**config.mk**
```make
export PLATFORM = sky130hd
export DESIGN_NAME = spk_cell
export DESIGN_NICKNAME = d
export VERILOG_FILES = /design/src/hw/rtl/spk_pkg.sv /design/src/hw/rtl/spk_cell.sv
export SDC_FILE = /design/constraint.sdc
export NUM_CORES = 1
export LEC_CHECK = 0
export BUFFER_PORTS_ARGS = -buffer_cell sky130_fd_sc_hd__buf_2
export CAP_MARGIN = 5
export CELL_PAD_IN_SITES_DETAIL_PLACEMENT = 1
export CELL_PAD_IN_SITES_GLOBAL_PLACEMENT = 2
export CORE_UTILIZATION = 29
export CTS_CLUSTER_DIAMETER = 50
export CTS_CLUSTER_SIZE = 30
export DETAILED_ROUTE_END_ITERATION = 8
export GPL_TIMING_DRIVEN = 1
export HOLD_SLACK_MARGIN = 0.1
export PLACE_DENSITY_LB_ADDON = 0.1
export SYNTH_ARGS = -nofsm -noshare
export SYNTH_HDL_FRONTEND = slang
export SYNTH_SLANG_ARGS = --single-unit
export TNS_END_PERCENT = 100
```
**constraint.sdc**
```tcl
create_clock -name aclk -period 11.6 [get_ports aclk]
set_input_delay 2.32 -clock aclk [delete_from_list [all_inputs] [get_ports aclk]]
set_output_delay 2.32 -clock aclk [all_outputs]
set_load 0.01 [all_outputs]
```
**src/hw/rtl/spk_pkg.sv**
```systemverilog
`default_nettype none

package spk_pkg;

    localparam int WORD_W = 32;
    localparam int ROUNDS = 27;
    localparam int RIDX_W = (ROUNDS > 1) ? $clog2(ROUNDS) : 1;
    localparam int KEY_WORDS = 4;
    localparam int KIDX_W = 2;

    localparam int ROT_X = 8;
    localparam int ROT_Y = 3;

    localparam logic [KIDX_W-1:0] KEY_IDX_0 = 2'd0;
    localparam logic [KIDX_W-1:0] KEY_IDX_1 = 2'd1;
    localparam logic [KIDX_W-1:0] KEY_IDX_2 = 2'd2;
    localparam logic [KIDX_W-1:0] KEY_IDX_3 = 2'd3;

    typedef logic [WORD_W-1:0] word_t;

    // Block halves plus the round key and the three schedule words.
    // sched_0 is the word the next round updates.
    typedef struct packed {
        word_t x;
        word_t y;
        word_t rk;
        word_t sched_0;
        word_t sched_1;
        word_t sched_2;
    } spk_state_t;

    typedef struct packed {
        word_t x;
        word_t y;
    } spk_pair_t;

    function automatic spk_pair_t spk_round(input word_t x, input word_t y, input word_t k);
        word_t nx;
        spk_pair_t res;
        nx = ({x[ROT_X-1:0], x[WORD_W-1:ROT_X]} + y) ^ k;
        res.x = nx;
        res.y = {y[WORD_W-ROT_Y-1:0], y[WORD_W-1:WORD_W-ROT_Y]} ^ nx;
        return res;
    endfunction

endpackage

`default_nettype wire

```
**src/hw/rtl/spk_cell.sv**
```systemverilog
`default_nettype none

module spk_cell import spk_pkg::*; (
    input  wire logic              aclk,
    input  wire logic              aresetn,
    input  wire logic              in_valid,
    output logic                   in_ready,
    input  wire spk_state_t        in_state,
    input  wire logic [RIDX_W-1:0] round_idx,
    output logic                   out_valid,
    input  wire logic              out_ready,
    output spk_state_t             out_state
);

    logic       vld_reg;
    spk_state_t st_reg;
    spk_state_t st_next;
    spk_pair_t  data_rnd;
    spk_pair_t  key_rnd;

    // Take a new beat when empty or when the downstream cell drains this one.
    assign in_ready = !vld_reg || out_ready;

    always_comb begin
        data_rnd = spk_round(in_state.x, in_state.y, in_state.rk);
        key_rnd  = spk_round(in_state.sched_0, in_state.rk, WORD_W'(round_idx));
        st_next.x       = data_rnd.x;
        st_next.y       = data_rnd.y;
        st_next.rk      = key_rnd.y;
        // Rotate the schedule words so the next cell updates the following slot.
        st_next.sched_0 = in_state.sched_1;
        st_next.sched_1 = in_state.sched_2;
        st_next.sched_2 = key_rnd.x;
    end

    always_ff @(posedge aclk) begin
        if (!aresetn) begin
            vld_reg <= 1'b0;
        end else if (in_ready) begin
            vld_reg <= in_valid;
        end
    end

    always_ff @(posedge aclk) begin
        if (in_ready && in_valid) begin
            st_reg <= st_next;
        end
    end

    assign out_valid = vld_reg;
    assign out_state = st_reg;

endmodule

`default_nettype wire

```
Word-level counts from Yosys, hierarchy flattened
Cells that the tools add are included.

Add/subtract/negate cells: 2. Bitwise gates (word level): 4. Reductions and logical operators: 3.

Operator list (number): 32-bit XOR (3); 32-bit adder (2); 32-bit by 5-bit XOR with 32-bit output (1); 1-bit logical AND (1); 1-bit logical NOT (1); 1-bit logical OR (1).

Register bits: 193. Input bits: 201. Output and inout port bits: 194. Logic and storage cells: 16.

Longest topological paths before layout
Gate-level depths: netlist of run 1.

Depth after elaboration: 3. Gate-level depth with buffers: 10. Mapped depth without buffers: 10.

Least setup slack after synthesis of run 1
OpenSTA, ideal clock, no wires.

Path type: input to register. From: input port out_ready. To: register st_reg, in the netlist out_state[0], enable pin. Setup time: 0.577 ns. Arrival: 6.914 ns. Required time: 11.023 ns. Setup slack: 4.109 ns. Stages: 2. Buffers on the path: 0. Cells stage by stage: nand2b_1 -> and2_1.

Longest elaborated chain between the ends: 2.

RTL lines: start: declaration (RTL line spk_cell.sv:11) `input wire logic out_ready,`; 1-bit logical OR (RTL line spk_cell.sv:22) `assign in_ready = !vld_reg || out_ready;`; 1-bit logical AND (RTL line spk_cell.sv:45) `if (in_ready && in_valid) begin`; end signal: assignment (RTL line spk_cell.sv:46) `st_reg <= st_next;`; end: declaration (RTL line spk_cell.sv:16) `spk_state_t st_reg;`.

No other way between the ends. A chain may end at the register's enable or synchronous reset.

Worst setup path after layout of run 1
From: input port out_ready. To: output port in_ready.

Longest elaborated chain between the ends: 1.

RTL lines: 1-bit logical OR (RTL line spk_cell.sv:22); end: declaration (RTL line spk_cell.sv:7) `output logic in_ready,`.

No other way between the ends.

==> impl_results.md, run 1 <==
* Maximum level of the CTS H-tree at 4
* Setup violations, final at 0
* Outcome: finished, final reports clean
* Unrepaired setup endpoints after global routing: no
* CTS Buffer Depth at 2
* Filler cells at just under 4000
* P_leak at just under 6 nW
* PnR worst setup slack at 6.565 ns
* Clock share of power at ~28%
* Net Switching at between 0.6 and 0.7 mW
* Synth cell types at between 60 and 70
* # placed instances at between 1500 and 2000
* Die Width at approximately 190 um
* Site Rows at around 70
* Die Y at between 150 and 200 um
* Dominant cell type by area after synthesis: edfxtp_1
* Final hold viol count at 0
* Worst Path Max Fanout at 3
* Largest net degree at the start of global routing at 77
* Critical path required time at 9.28 ns
* Number of buffers created by CTS at 17
* Combinational Power Share at around 27%
* DRT antenna net count at 0
* Synth area leaders: edfxtp_1 (55%), ha_1 (7.4%), xor2_1 (6.8%), xnor2_1 (5.8%), a21oi_1 (3.1%)
* Uppermost layer routed: met5
* Post-route clock period utilization at 43.41%
* PortBufs at 394
* Int Pwr at between 1 and 1.5 mW
* Layout overhead on the synthesized area at 29.25%
* Core area at ~0.035 mm^2
* Final net count at between 1000 and 1500
* # hold bufs at CTS at 0
* Vias at between 8000 and 9000
* Met2 WL at roughly 19000 um
* Clock slew at reported path FFs at about 0.070 ns
* Finished Layout Cells at between 1500 and 2000
* WL met3 at 2888 um
* Slew Viols, Final at 0
* Synth top area share at 55.15%
* Number of synthesized flops with an enable pin at 192
* Post-CTS setup buffer count at 0
* Critical path type: in -> out
* Switch share at between 30% and 40%
* Fraction of layout cells with a size suffix above 1 at 35.96%
* GRT Util Overall at between 20% and 30%
* Initial antenna violation count at 4
* Kind of start point of the critical path: input pin
* Worst skew pair latency at roughly 0.45 ns
* Peak Freq at roughly 200 MHz
* Power Density at approximately 150 mW/mm^2
* Clock tree sinks at just under 200
* Synthesized cell area at about 0.010 mm^2
* Worst VDD drop at around 120 uV
* Seq pwr share at ~45%
* Top_reg_cell synth: edfxtp_1
* Synth async-reset ratio at 0%
* Worst-Margin Slew at between 1 and 1.5 ns
* DRC Markers at 0
* Wl on met1 at about 15000 um
* Count leader, synth: edfxtp_1
* Final Routed Wirelength at 37740 um
* Crit. End Element: primary output
* Skew final at slightly above 0.007 ns
* Pre-CTS setup slack at ~6.5 ns
* Post-synthesis instance total at 817
* First-pass GRT wire length at between 50000 and 60000 um
* Setup TNS at 0 ns
* Slew margin rel. at between 30% and 40%
* Crit path DAT at between 2 and 3 ns
* Hold WS at 0.5556 ns
* TritonCTS clock tree: done
* Wirelength per Cell at approximately 22 um
* Synth cell count leaders: edfxtp_1 (192), xor2_1 (81), xnor2_1 (69)
* DP Wirelength at ~32000 um
* Net count after synthesis at roughly 1100
* Minimum clock period at ~5.0 ns
* Vias/cell at approximately 4.8
* HP Class: reg -> reg
* Root Buffer: clkbuf_16
* Post-cts resize count at 0
* Num ports at roughly 400
* GRT overflow at 0
* Ys Warns at 0
* Placer Congestion at between 0.8 and 0.9
* MaxCap Viol Count at 0
* Total power at roughly 2.0 mW
* Starting Density at just under 30%
* Avg Synthesized Cell Area at 12.80 um^2
* Sequential area share after synthesis at a little under three fifths
* Full die area at approximately 0.037 mm^2
* Number of DRC markers in iteration 0 at 370
* Drt pass-1 iters at 4
* Synth Register Bits at roughly 190
* Number of global-route vias before repair at between 8000 and 9000
## flip-flops by register name (all words and copies together), names as in the netlist
name / cells
out_valid: 1
out_state: 192
## metal layers
layer	GRT usage, %	vias to the layer above
met1	23.82	3961
met2	36.14	255
met3	5.006	33
li1	-	3867
met5	0	-
met4	5.647	6
## area by class of cell
class	instances	area [um^2]	area share (%)
inverters	20	75.07	0.5556
clock inverters	14	122.6	0.9074
multi-input cells	589	4536	33.56
repair buffers	396	1987	14.70
diodes	2	5.005	0.03704
clock buffers	17	425.4	3.148
flip-flops and latches	193	5786	42.81
well taps	461	576.8	4.269
## cell families after synthesis
kind of cell | count (synthesis) | synth area share, %
DFF | 193 | 55.34
buffers and inverters | 35 | 1.304
and+or+nand+nor | 158 | 7.312
adders and majority gates | 64 | 7.803
AOI/OAI and AO/OA | 204 | 12.91
xor gates and xnor gates | 163 | 15.33
## power groups by stage
stage | Combinational (mW) | Clock, mW | Sequential [mW]
after detailed placement | 0.560 | 0 | 0.931
after CTS | 0.561 | 0.592 | 0.917
after global routing | 0.604 | 0.609 | 0.923
after floorplan | 0.275 | 0 | 0.983
final | 0.549 | 0.570 | 0.915
after global placement | 0.556 | 0 | 0.930
## worst paths after layout
| check | from | endpoint | slack [ns] | cells past startpoint |
|---|---|---|---|---|
| max | out_ready | in_ready | 6.57 | 3 |
| min | out_valid | out_valid | 0.56 | 2 |
| max reg2reg | out_valid | out_state[121] | 9.02 | 3 |
| min reg2reg | out_valid | out_valid | 0.56 | 2 |
## per-stage QoR
stage,instance area (um^2),utilization (%)
floorplan,10460,-
global placement,12960,36.52
detailed placement,12960,36.52
CTS,13510,38.07
global route,13510,38.07
finish,13510,38.08
## critical path, stage by stage
cell and delay, ns:
buf_2 0.09, nand2b_1 0.16, buf_2 0.15
## cells in the final DEF, fill, tap and decap left out, types with 3 or more instances in the layout
| master | synthesis | layout |
|---|---|---|
| and3_1 | 7 | 7 |
| o21ba_2 | 3 | 3 |
| ha_1 | 62 | 62 |
| inv_6 | 0 | 6 |
| xnor3_1 | 10 | 10 |
| nor2_1 | 36 | 36 |
| a21oi_1 | 65 | 65 |
| nand2b_1 | 3 | 3 |
| o31ai_1 | 3 | 3 |
| nor2b_1 | 8 | 8 |
| o2bb2ai_1 | 3 | 3 |
| edfxtp_1 | 192 | 192 |
| a21o_1 | 19 | 19 |
| nand4_1 | 12 | 12 |
| o211ai_1 | 3 | 3 |
| nor3_1 | 8 | 8 |
| xor2_1 | 81 | 81 |
| a211oi_1 | 8 | 8 |
| and2_1 | 7 | 6 |
| or3_1 | 4 | 4 |
| o2111ai_1 | 3 | 3 |
| xnor2_1 | 69 | 69 |
| a221oi_1 | 4 | 4 |
| nand3_1 | 9 | 9 |
| a21boi_0 | 5 | 5 |
| clkbuf_16 | 0 | 17 |
| nand2_1 | 52 | 52 |
| buf_2 | 4 | 394 |
| o21bai_1 | 10 | 10 |
| a31oi_1 | 10 | 10 |
| o21ai_0 | 34 | 34 |
| inv_1 | 20 | 20 |
| o21a_1 | 7 | 7 |
Power figures use the tool's default switching activity.
==> run 2: changes to the inputs <==
Clock period 11.6 ns to 5 ns, I/O delays scaled along.
==> run 2 against run 1 <==
- critical path depth increased by 8
- setup slack got worse by 4.9 ns
- first-iteration DRC count is 5.9% lower
- total power up 130%
- sequential power is 130% higher
- via count down 1.0%
- die area is the same
- sequential cell count unchanged
- clock power grew 120%
- count of clock-buffer cells in the layout is 2 higher
- largest cell class unchanged
- highest routed layer unchanged
==> impl_results.md, run 2 (synthesis gave the netlist of run 1 again) <==
* DRT antenna net count at 0 (unchanged)
* Post-CTS setup buffer count at 0 (unchanged)
* Worst VDD drop at 244.7 uV (was 117.6 uV)
* Worst-Margin Slew at 0.8251 ns (was 1.022 ns)
* Commonest cells after routing, fill and taps aside: buf_2 (394), edfxtp_1 (192), xor2_1 (81) (unchanged)
* Vias/cell at 4.757 (was 4.800)
* Fraction of layout cells with a size suffix above 1 at 35.67% (was 35.96%)
* Critical path type: in -> reg (was in -> out)
* DP Wirelength at 31870 um (was 31590 um)
* Num ports at 395 (unchanged)
* Root Buffer: clkbuf_16 (unchanged)
* Critical path required time at 5.20 ns (was 9.28 ns)
* P_leak at 5.789 nW (was 5.795 nW)
* # placed instances at 1659 (unchanged)
* Initial antenna violation count at 6 (was 4)
* Post-route clock period utilization at between 60% and 70%
* Peak Freq at just under 300 MHz
* GRT overflow at 0 (unchanged)
* Die Y at 191.9 um (unchanged)
* Design Area, Final at 0.01350 mm^2 (was 0.01351 mm^2)
* Max reg flops at 192 (unchanged)
* Vias at 8040 (was 8122)
* HP Class: reg -> reg (unchanged)
* Total power at 4.670 mW (was 2.034 mW)
* Post-cts resize count at 0 (unchanged)
* Clock tree sinks at 193 (unchanged)
* PortBufs at 394 (unchanged)
* Kind of start point of the critical path: input pin (unchanged)
* Skew final at 0.006747 ns (was 0.007168 ns)
* Largest net degree at the start of global routing at 71 (was 77)
* Crit. End Element: register (was primary output)
* TritonCTS clock tree: done (unchanged)
* Final hold viol count at 0 (unchanged)
* Hold path startpoint: out_valid (unchanged)
* DRC Markers at 0 (unchanged)
* Power Density at 345.9 mW/mm^2 (was 150.5 mW/mm^2)
* Hold path endpoint: out_valid (unchanged)
* MaxCap Viol Count at 0 (unchanged)
* Finished Core Util at 38.05% (was 38.08%)
* Starting Density at 29.47% (unchanged)
* Final net count at 1482 (unchanged)
* Maximum level of the CTS H-tree at 4 (unchanged)
* Full die area at 0.03682 mm^2 (unchanged)
* First-pass GRT wire length at 54070 um (was 53160 um)
* Crit path DAT at 3.56 ns (was 2.71 ns)
* Final Routed Wirelength at 38140 um (was 37740 um)
* Die Width at 191.9 um (unchanged)
* R2R cell count at 3 (unchanged)
* Number of buffers created by CTS at 17 (unchanged)
* Number of DRC markers in iteration 0 at 348 (was 370)
* Filler cells at 3938 (was 3918)
* Setup TNS at 0 ns (unchanged)
* Unrepaired setup endpoints after global routing: no (unchanged)
* Slew Viols, Final at 0 (unchanged)
* Placed Area at 0.01299 mm^2 (was 0.01296 mm^2)
* Minimum clock period at around 3.4 ns
* Worst R2R Start: out_valid (unchanged)
* GRT Util Overall at 20.48% (was 20.22%)
* Commonest non-fill, non-tap cell in the layout: buf_2 (unchanged)
* Layout overhead on the synthesized area at 29.15% (was 29.25%)
* Finished Layout Cells at 1690 (was 1692)
* Hold Path Stages at 2 (unchanged)
* Worst Path Max Fanout at 4 (was 3)
* Number of global-route vias before repair at 8370 (was 8382)
* # hold bufs at CTS at 0 (unchanged)
* Setup violations, final at 0 (unchanged)
* CTS Buffer Depth at 2 (unchanged)
* Clock slew at reported path FFs at 0.07 ns (about the same)
* Outcome: finished, final reports clean (unchanged)
* Site Rows at 69 (unchanged)
* Drt pass-1 iters at 5 (was 4)
* R2R Setup Slk at 3.02 ns (was 9.02 ns)
* Wirelength per Cell at 22.57 um (was 22.31 um)
* Core area at 0.03548 mm^2 (unchanged)
* Placer Congestion at 0.8537 (was 0.8313)
* Worst skew pair latency at 0.45 ns (about the same)
* Slew margin rel. at 44.99% (was 31.86%)
* Reg2reg end: out_state[8] (was out_state[121])
==> run 2: area by class of cell <==
class	count	area, um^2	area share (%)
Sequential cell	193	5786	42.85
Multi-Input combinational cell	589	4536	33.59
Timing Repair Buffer	396	2012	14.90
Tap cell	461	576.8	4.272
Clock buffer	19	432.9	3.206
Clock inverter	11	82.58	0.6116
Inverter	20	75.07	0.5560
Antenna cell	1	2.502	0.01853
==> run 2: through the flow <==
stage               setup slack [ns]  hold slack, ns
floorplan                     0.9925          0.6094
global placement               1.195          0.5378
detailed placement             1.184          0.5564
finish                         1.639          0.5647
CTS                            1.670          0.5679
global route                   1.475          0.6137
==> run 2: how the worst max path moves through the flow <==
stage                   from        endpoint  slack, ns  depth (start not counted)
2_1_floorplan      out_ready    out_state[0]       0.99                          2
3_3_place_gp   in_state[128]  out_state[154]       1.20                         11
3_5_place_dp   in_state[128]  out_state[158]       1.18                         11
4_1_cts        in_state[128]  out_state[158]       1.67                         11
5_1_grt        in_state[128]  out_state[158]       1.47                         11
6_report       in_state[128]  out_state[154]       1.64                         11
==> run 2: power by group <==
part           leakage (nW)  total [mW]  switching [mW]  internal [mW]
Sequential             1.87        2.12          0.0480           2.07
Clock                 0.252        1.26           0.629          0.635
Combinational          3.67        1.29           0.767          0.521
==> run 2: routing by layer <==
metal | GRT usage, % | up-vias | share of wire [%] | wire length, um
met5 | 0 | - | 0.14 | 52
met4 | 4.976 | 8 | 1.1 | 422
met3 | 5.408 | 26 | 7.2 | 2746
met2 | 36.18 | 246 | 50 | 19170
met1 | 24.53 | 3896 | 41 | 15750
li1 | - | 3864 | - | -
==> run 2: worst max-delay path, cell delays in order <==
cell and delay (ns):
buf_2 0.10, ha_1 0.18, inv_1 0.07, fa_1 0.41, nor2b_1 0.19, o21bai_1 0.21, a311oi_1 0.44, a21oi_1 0.27
o21ai_0 0.36, xnor2_1 0.17, xor2_1 0.16
==> run 3: changes to the inputs <==
Clock period 5 ns to 3.25 ns, I/O delays scaled along.
==> run 3 against run 2 <==
- wire length up 1.8%
- critical endpoint is now out_state[113]
- setup slack got worse by 1.3 ns
- clock skew up 0.0029 ns
- total power rose by 60%
- highest routed layer unchanged
- cell area increased by 5.0%
- cell count increased by 5.1%
- non-clock buffer count grew 80
- clock power is 67% higher
- worst hold slack got worse by 0.19 ns
- first-iteration DRC count increased by 24%
==> impl_results.md, run 3 (synthesis gave the netlist of run 1 again) <==
* Worst path most repeated cell: o21ai_0
* Num ports at 395 (unchanged)
* Fraction of layout cells with a size suffix above 1 at 39.77% (was 35.67%)
* Worst Path Max Fanout at 4 (unchanged)
* Max reg flops at 192 (unchanged)
* Number of global-route vias before repair at 8798 (was 8370)
* Root Buffer: clkbuf_16 (unchanged)
* Layout overhead on the synthesized area at 35.62% (was 29.15%)
* Post-CTS setup buffer count at 0 (unchanged)
* Power Density at 527.1 mW/mm^2 (was 345.9 mW/mm^2)
* DP Wirelength at 32610 um (was 31870 um)
* DRC Markers at 0 (unchanged)
* Commonest non-fill, non-tap cell in the layout: buf_2 (unchanged)
* Area of the multi-input gates at 0.004536 mm^2 (unchanged)
* Die Width at 191.9 um (unchanged)
* Commonest cells after routing, fill and taps aside: buf_2 (394), edfxtp_1 (192), xor2_1 (81) (unchanged)
* Final net count at 1562 (was 1482)
* Final hold viol count at 0 (unchanged)
* Worst-Margin Slew at 0.6198 ns (was 0.8251 ns)
* Clock tree sinks at 193 (unchanged)
* First-pass GRT wire length at 54790 um (was 54070 um)
* Crit path DAT at 3.07 ns (was 3.56 ns)
* PortBufs at 394 (unchanged)
* Slew Viols, Final at 0 (unchanged)
* Worst skew pair latency at 0.44 ns (was 0.45 ns)
* Number of DRC markers in iteration 0 at 433 (was 348)
* Setup TNS at 0 ns (unchanged)
* Starting Density at 29.47% (unchanged)
* R2R Setup Slk at 1.55 ns (was 3.02 ns)
* Kind of start point of the critical path: input pin (unchanged)
* Sequential cell area at 0.005786 mm^2 (unchanged)
* Wirelength per Cell at 21.86 um (was 22.57 um)
* CTS Buffer Depth at 2 (unchanged)
* Slowest cell on the critical path: a21oi_1 (was a311oi_1)
* Core area at 0.03548 mm^2 (unchanged)
* DRT antenna net count at 0 (unchanged)
* GRT overflow at 0 (unchanged)
* Max incr delay on CP at 0.45 ns (was 0.44 ns)
* Placer Congestion at 0.8490 (was 0.8537)
* Finished Core Util at 39.96% (was 38.05%)
* Worst VDD drop at 324.8 uV (was 244.7 uV)
* Cell chain of the critical path: buf_2, ha_1, a211oi_1, buf_4, o21ai_1, o21ai_0, a21oi_1, nor2_1, o21ai_0, xor3_1 (was buf_2, ha_1, inv_1, fa_1, nor2b_1, o21bai_1, a311oi_1, a21oi_1, o21ai_0, xnor2_1, xor2_1)
* Maximum level of the CTS H-tree at 4 (unchanged)
* Crit. End Element: register (unchanged)
* Initial antenna violation count at 10 (was 6)
* Setup violations, final at 0 (unchanged)
* # hold bufs at CTS at 0 (unchanged)
* Critical path type: in -> reg (unchanged)
* Largest net degree at the start of global routing at 36 (was 71)
* TritonCTS clock tree: done (unchanged)
* Skew final at 0.009599 ns (was 0.006747 ns)
* Final Routed Wirelength at 38840 um (was 38140 um)
* P_leak at 6.197 nW (was 5.789 nW)
* Filler cells at 3969 (was 3938)
* MaxCap Viol Count at 0 (unchanged)
* GRT Util Overall at 20.68% (was 20.48%)
* Full die area at 0.03682 mm^2 (unchanged)
* Site Rows at 69 (unchanged)
* Vias at 8418 (was 8040)
* Clock slew at reported path FFs at 0.08 ns (was 0.07 ns)
* Minimum clock period at 2.881 ns
* Peak Freq at ~350 MHz
* Unrepaired setup endpoints after global routing: no (unchanged)
* Critical path's top delay family: compound AO/OA/AOI/OAI gates (unchanged)
* WP buf/inv at 2 (unchanged)
* Outcome: finished, final reports clean (unchanged)
* Drt pass-1 iters at 4 (was 5)
* HP Class: in -> reg (was reg -> reg)
* Slew margin rel. at 58.38% (was 44.99%)
* Critical path required time at 3.44 ns (was 5.20 ns)
* Die Y at 191.9 um (unchanged)
* Post-route clock period utilization at between 80% and 90%
* Post-cts resize count at 0 (unchanged)
* Vias/cell at 4.737 (was 4.757)
* Number of buffers created by CTS at 17 (unchanged)
[run 3: path summary, 6_finish.rpt]
check | end | startpoint | cells past startpoint
setup / recovery | out_state[113] | in_state[73] | 10
hold / removal | out_state[53] | in_state[21] | 1
setup reg to reg | out_state[163] | out_valid | 3
hold reg to reg | out_valid | out_valid | 2
[run 3: power by group]
part / internal, mW / switching (mW)
sequential: 3.18 / 0.0852
clock: 1.10 / 1.00
combinational: 0.912 / 1.19
total: 5.19 / 2.28
[run 3: layer usage]
metal | vias up | share of wire, % | global-route usage, % | wire length [um]
li1 | 4031 | - | - | -
met1 | 4110 | 42 | 24.87 | 16140
met2 | 240 | 50 | 35.88 | 19280
met3 | 29 | 7.5 | 5.536 | 2923
met4 | 8 | 1.2 | 6.136 | 453
met5 | - | 0.10 | 0 | 39
[run 3: per-stage QoR]
stage | instances | cell area, um^2 | hold WS, ns | worst slack [ns] | power (mW)
final | 1777 | 14180 | 0.3773 | 0.3692 | 7.474
after global routing | 1775 | 14170 | 0.3521 | 0.1969 | 7.843
after CTS | 1771 | 14160 | 0.3502 | 0.3558 | 7.582
after detailed placement | 1739 | 13590 | 0.5611 | -0.1209 | 5.454
after global placement | 1739 | 13590 | 0.5269 | -0.1058 | 5.427
after floorplan | 817 | 10460 | 0.6182 | 0.4429 | 4.470
[run 3: layout make-up]
type | count | share of cell area, %
Clock inverter | 12 | 0.9266
Sequential cell | 193 | 40.80
Clock buffer | 20 | 3.150
Multi-Input combinational cell | 589 | 31.99
Inverter | 20 | 0.5295
Antenna cell | 6 | 0.1059
Timing Repair Buffer | 476 | 18.43
Tap cell | 461 | 4.068
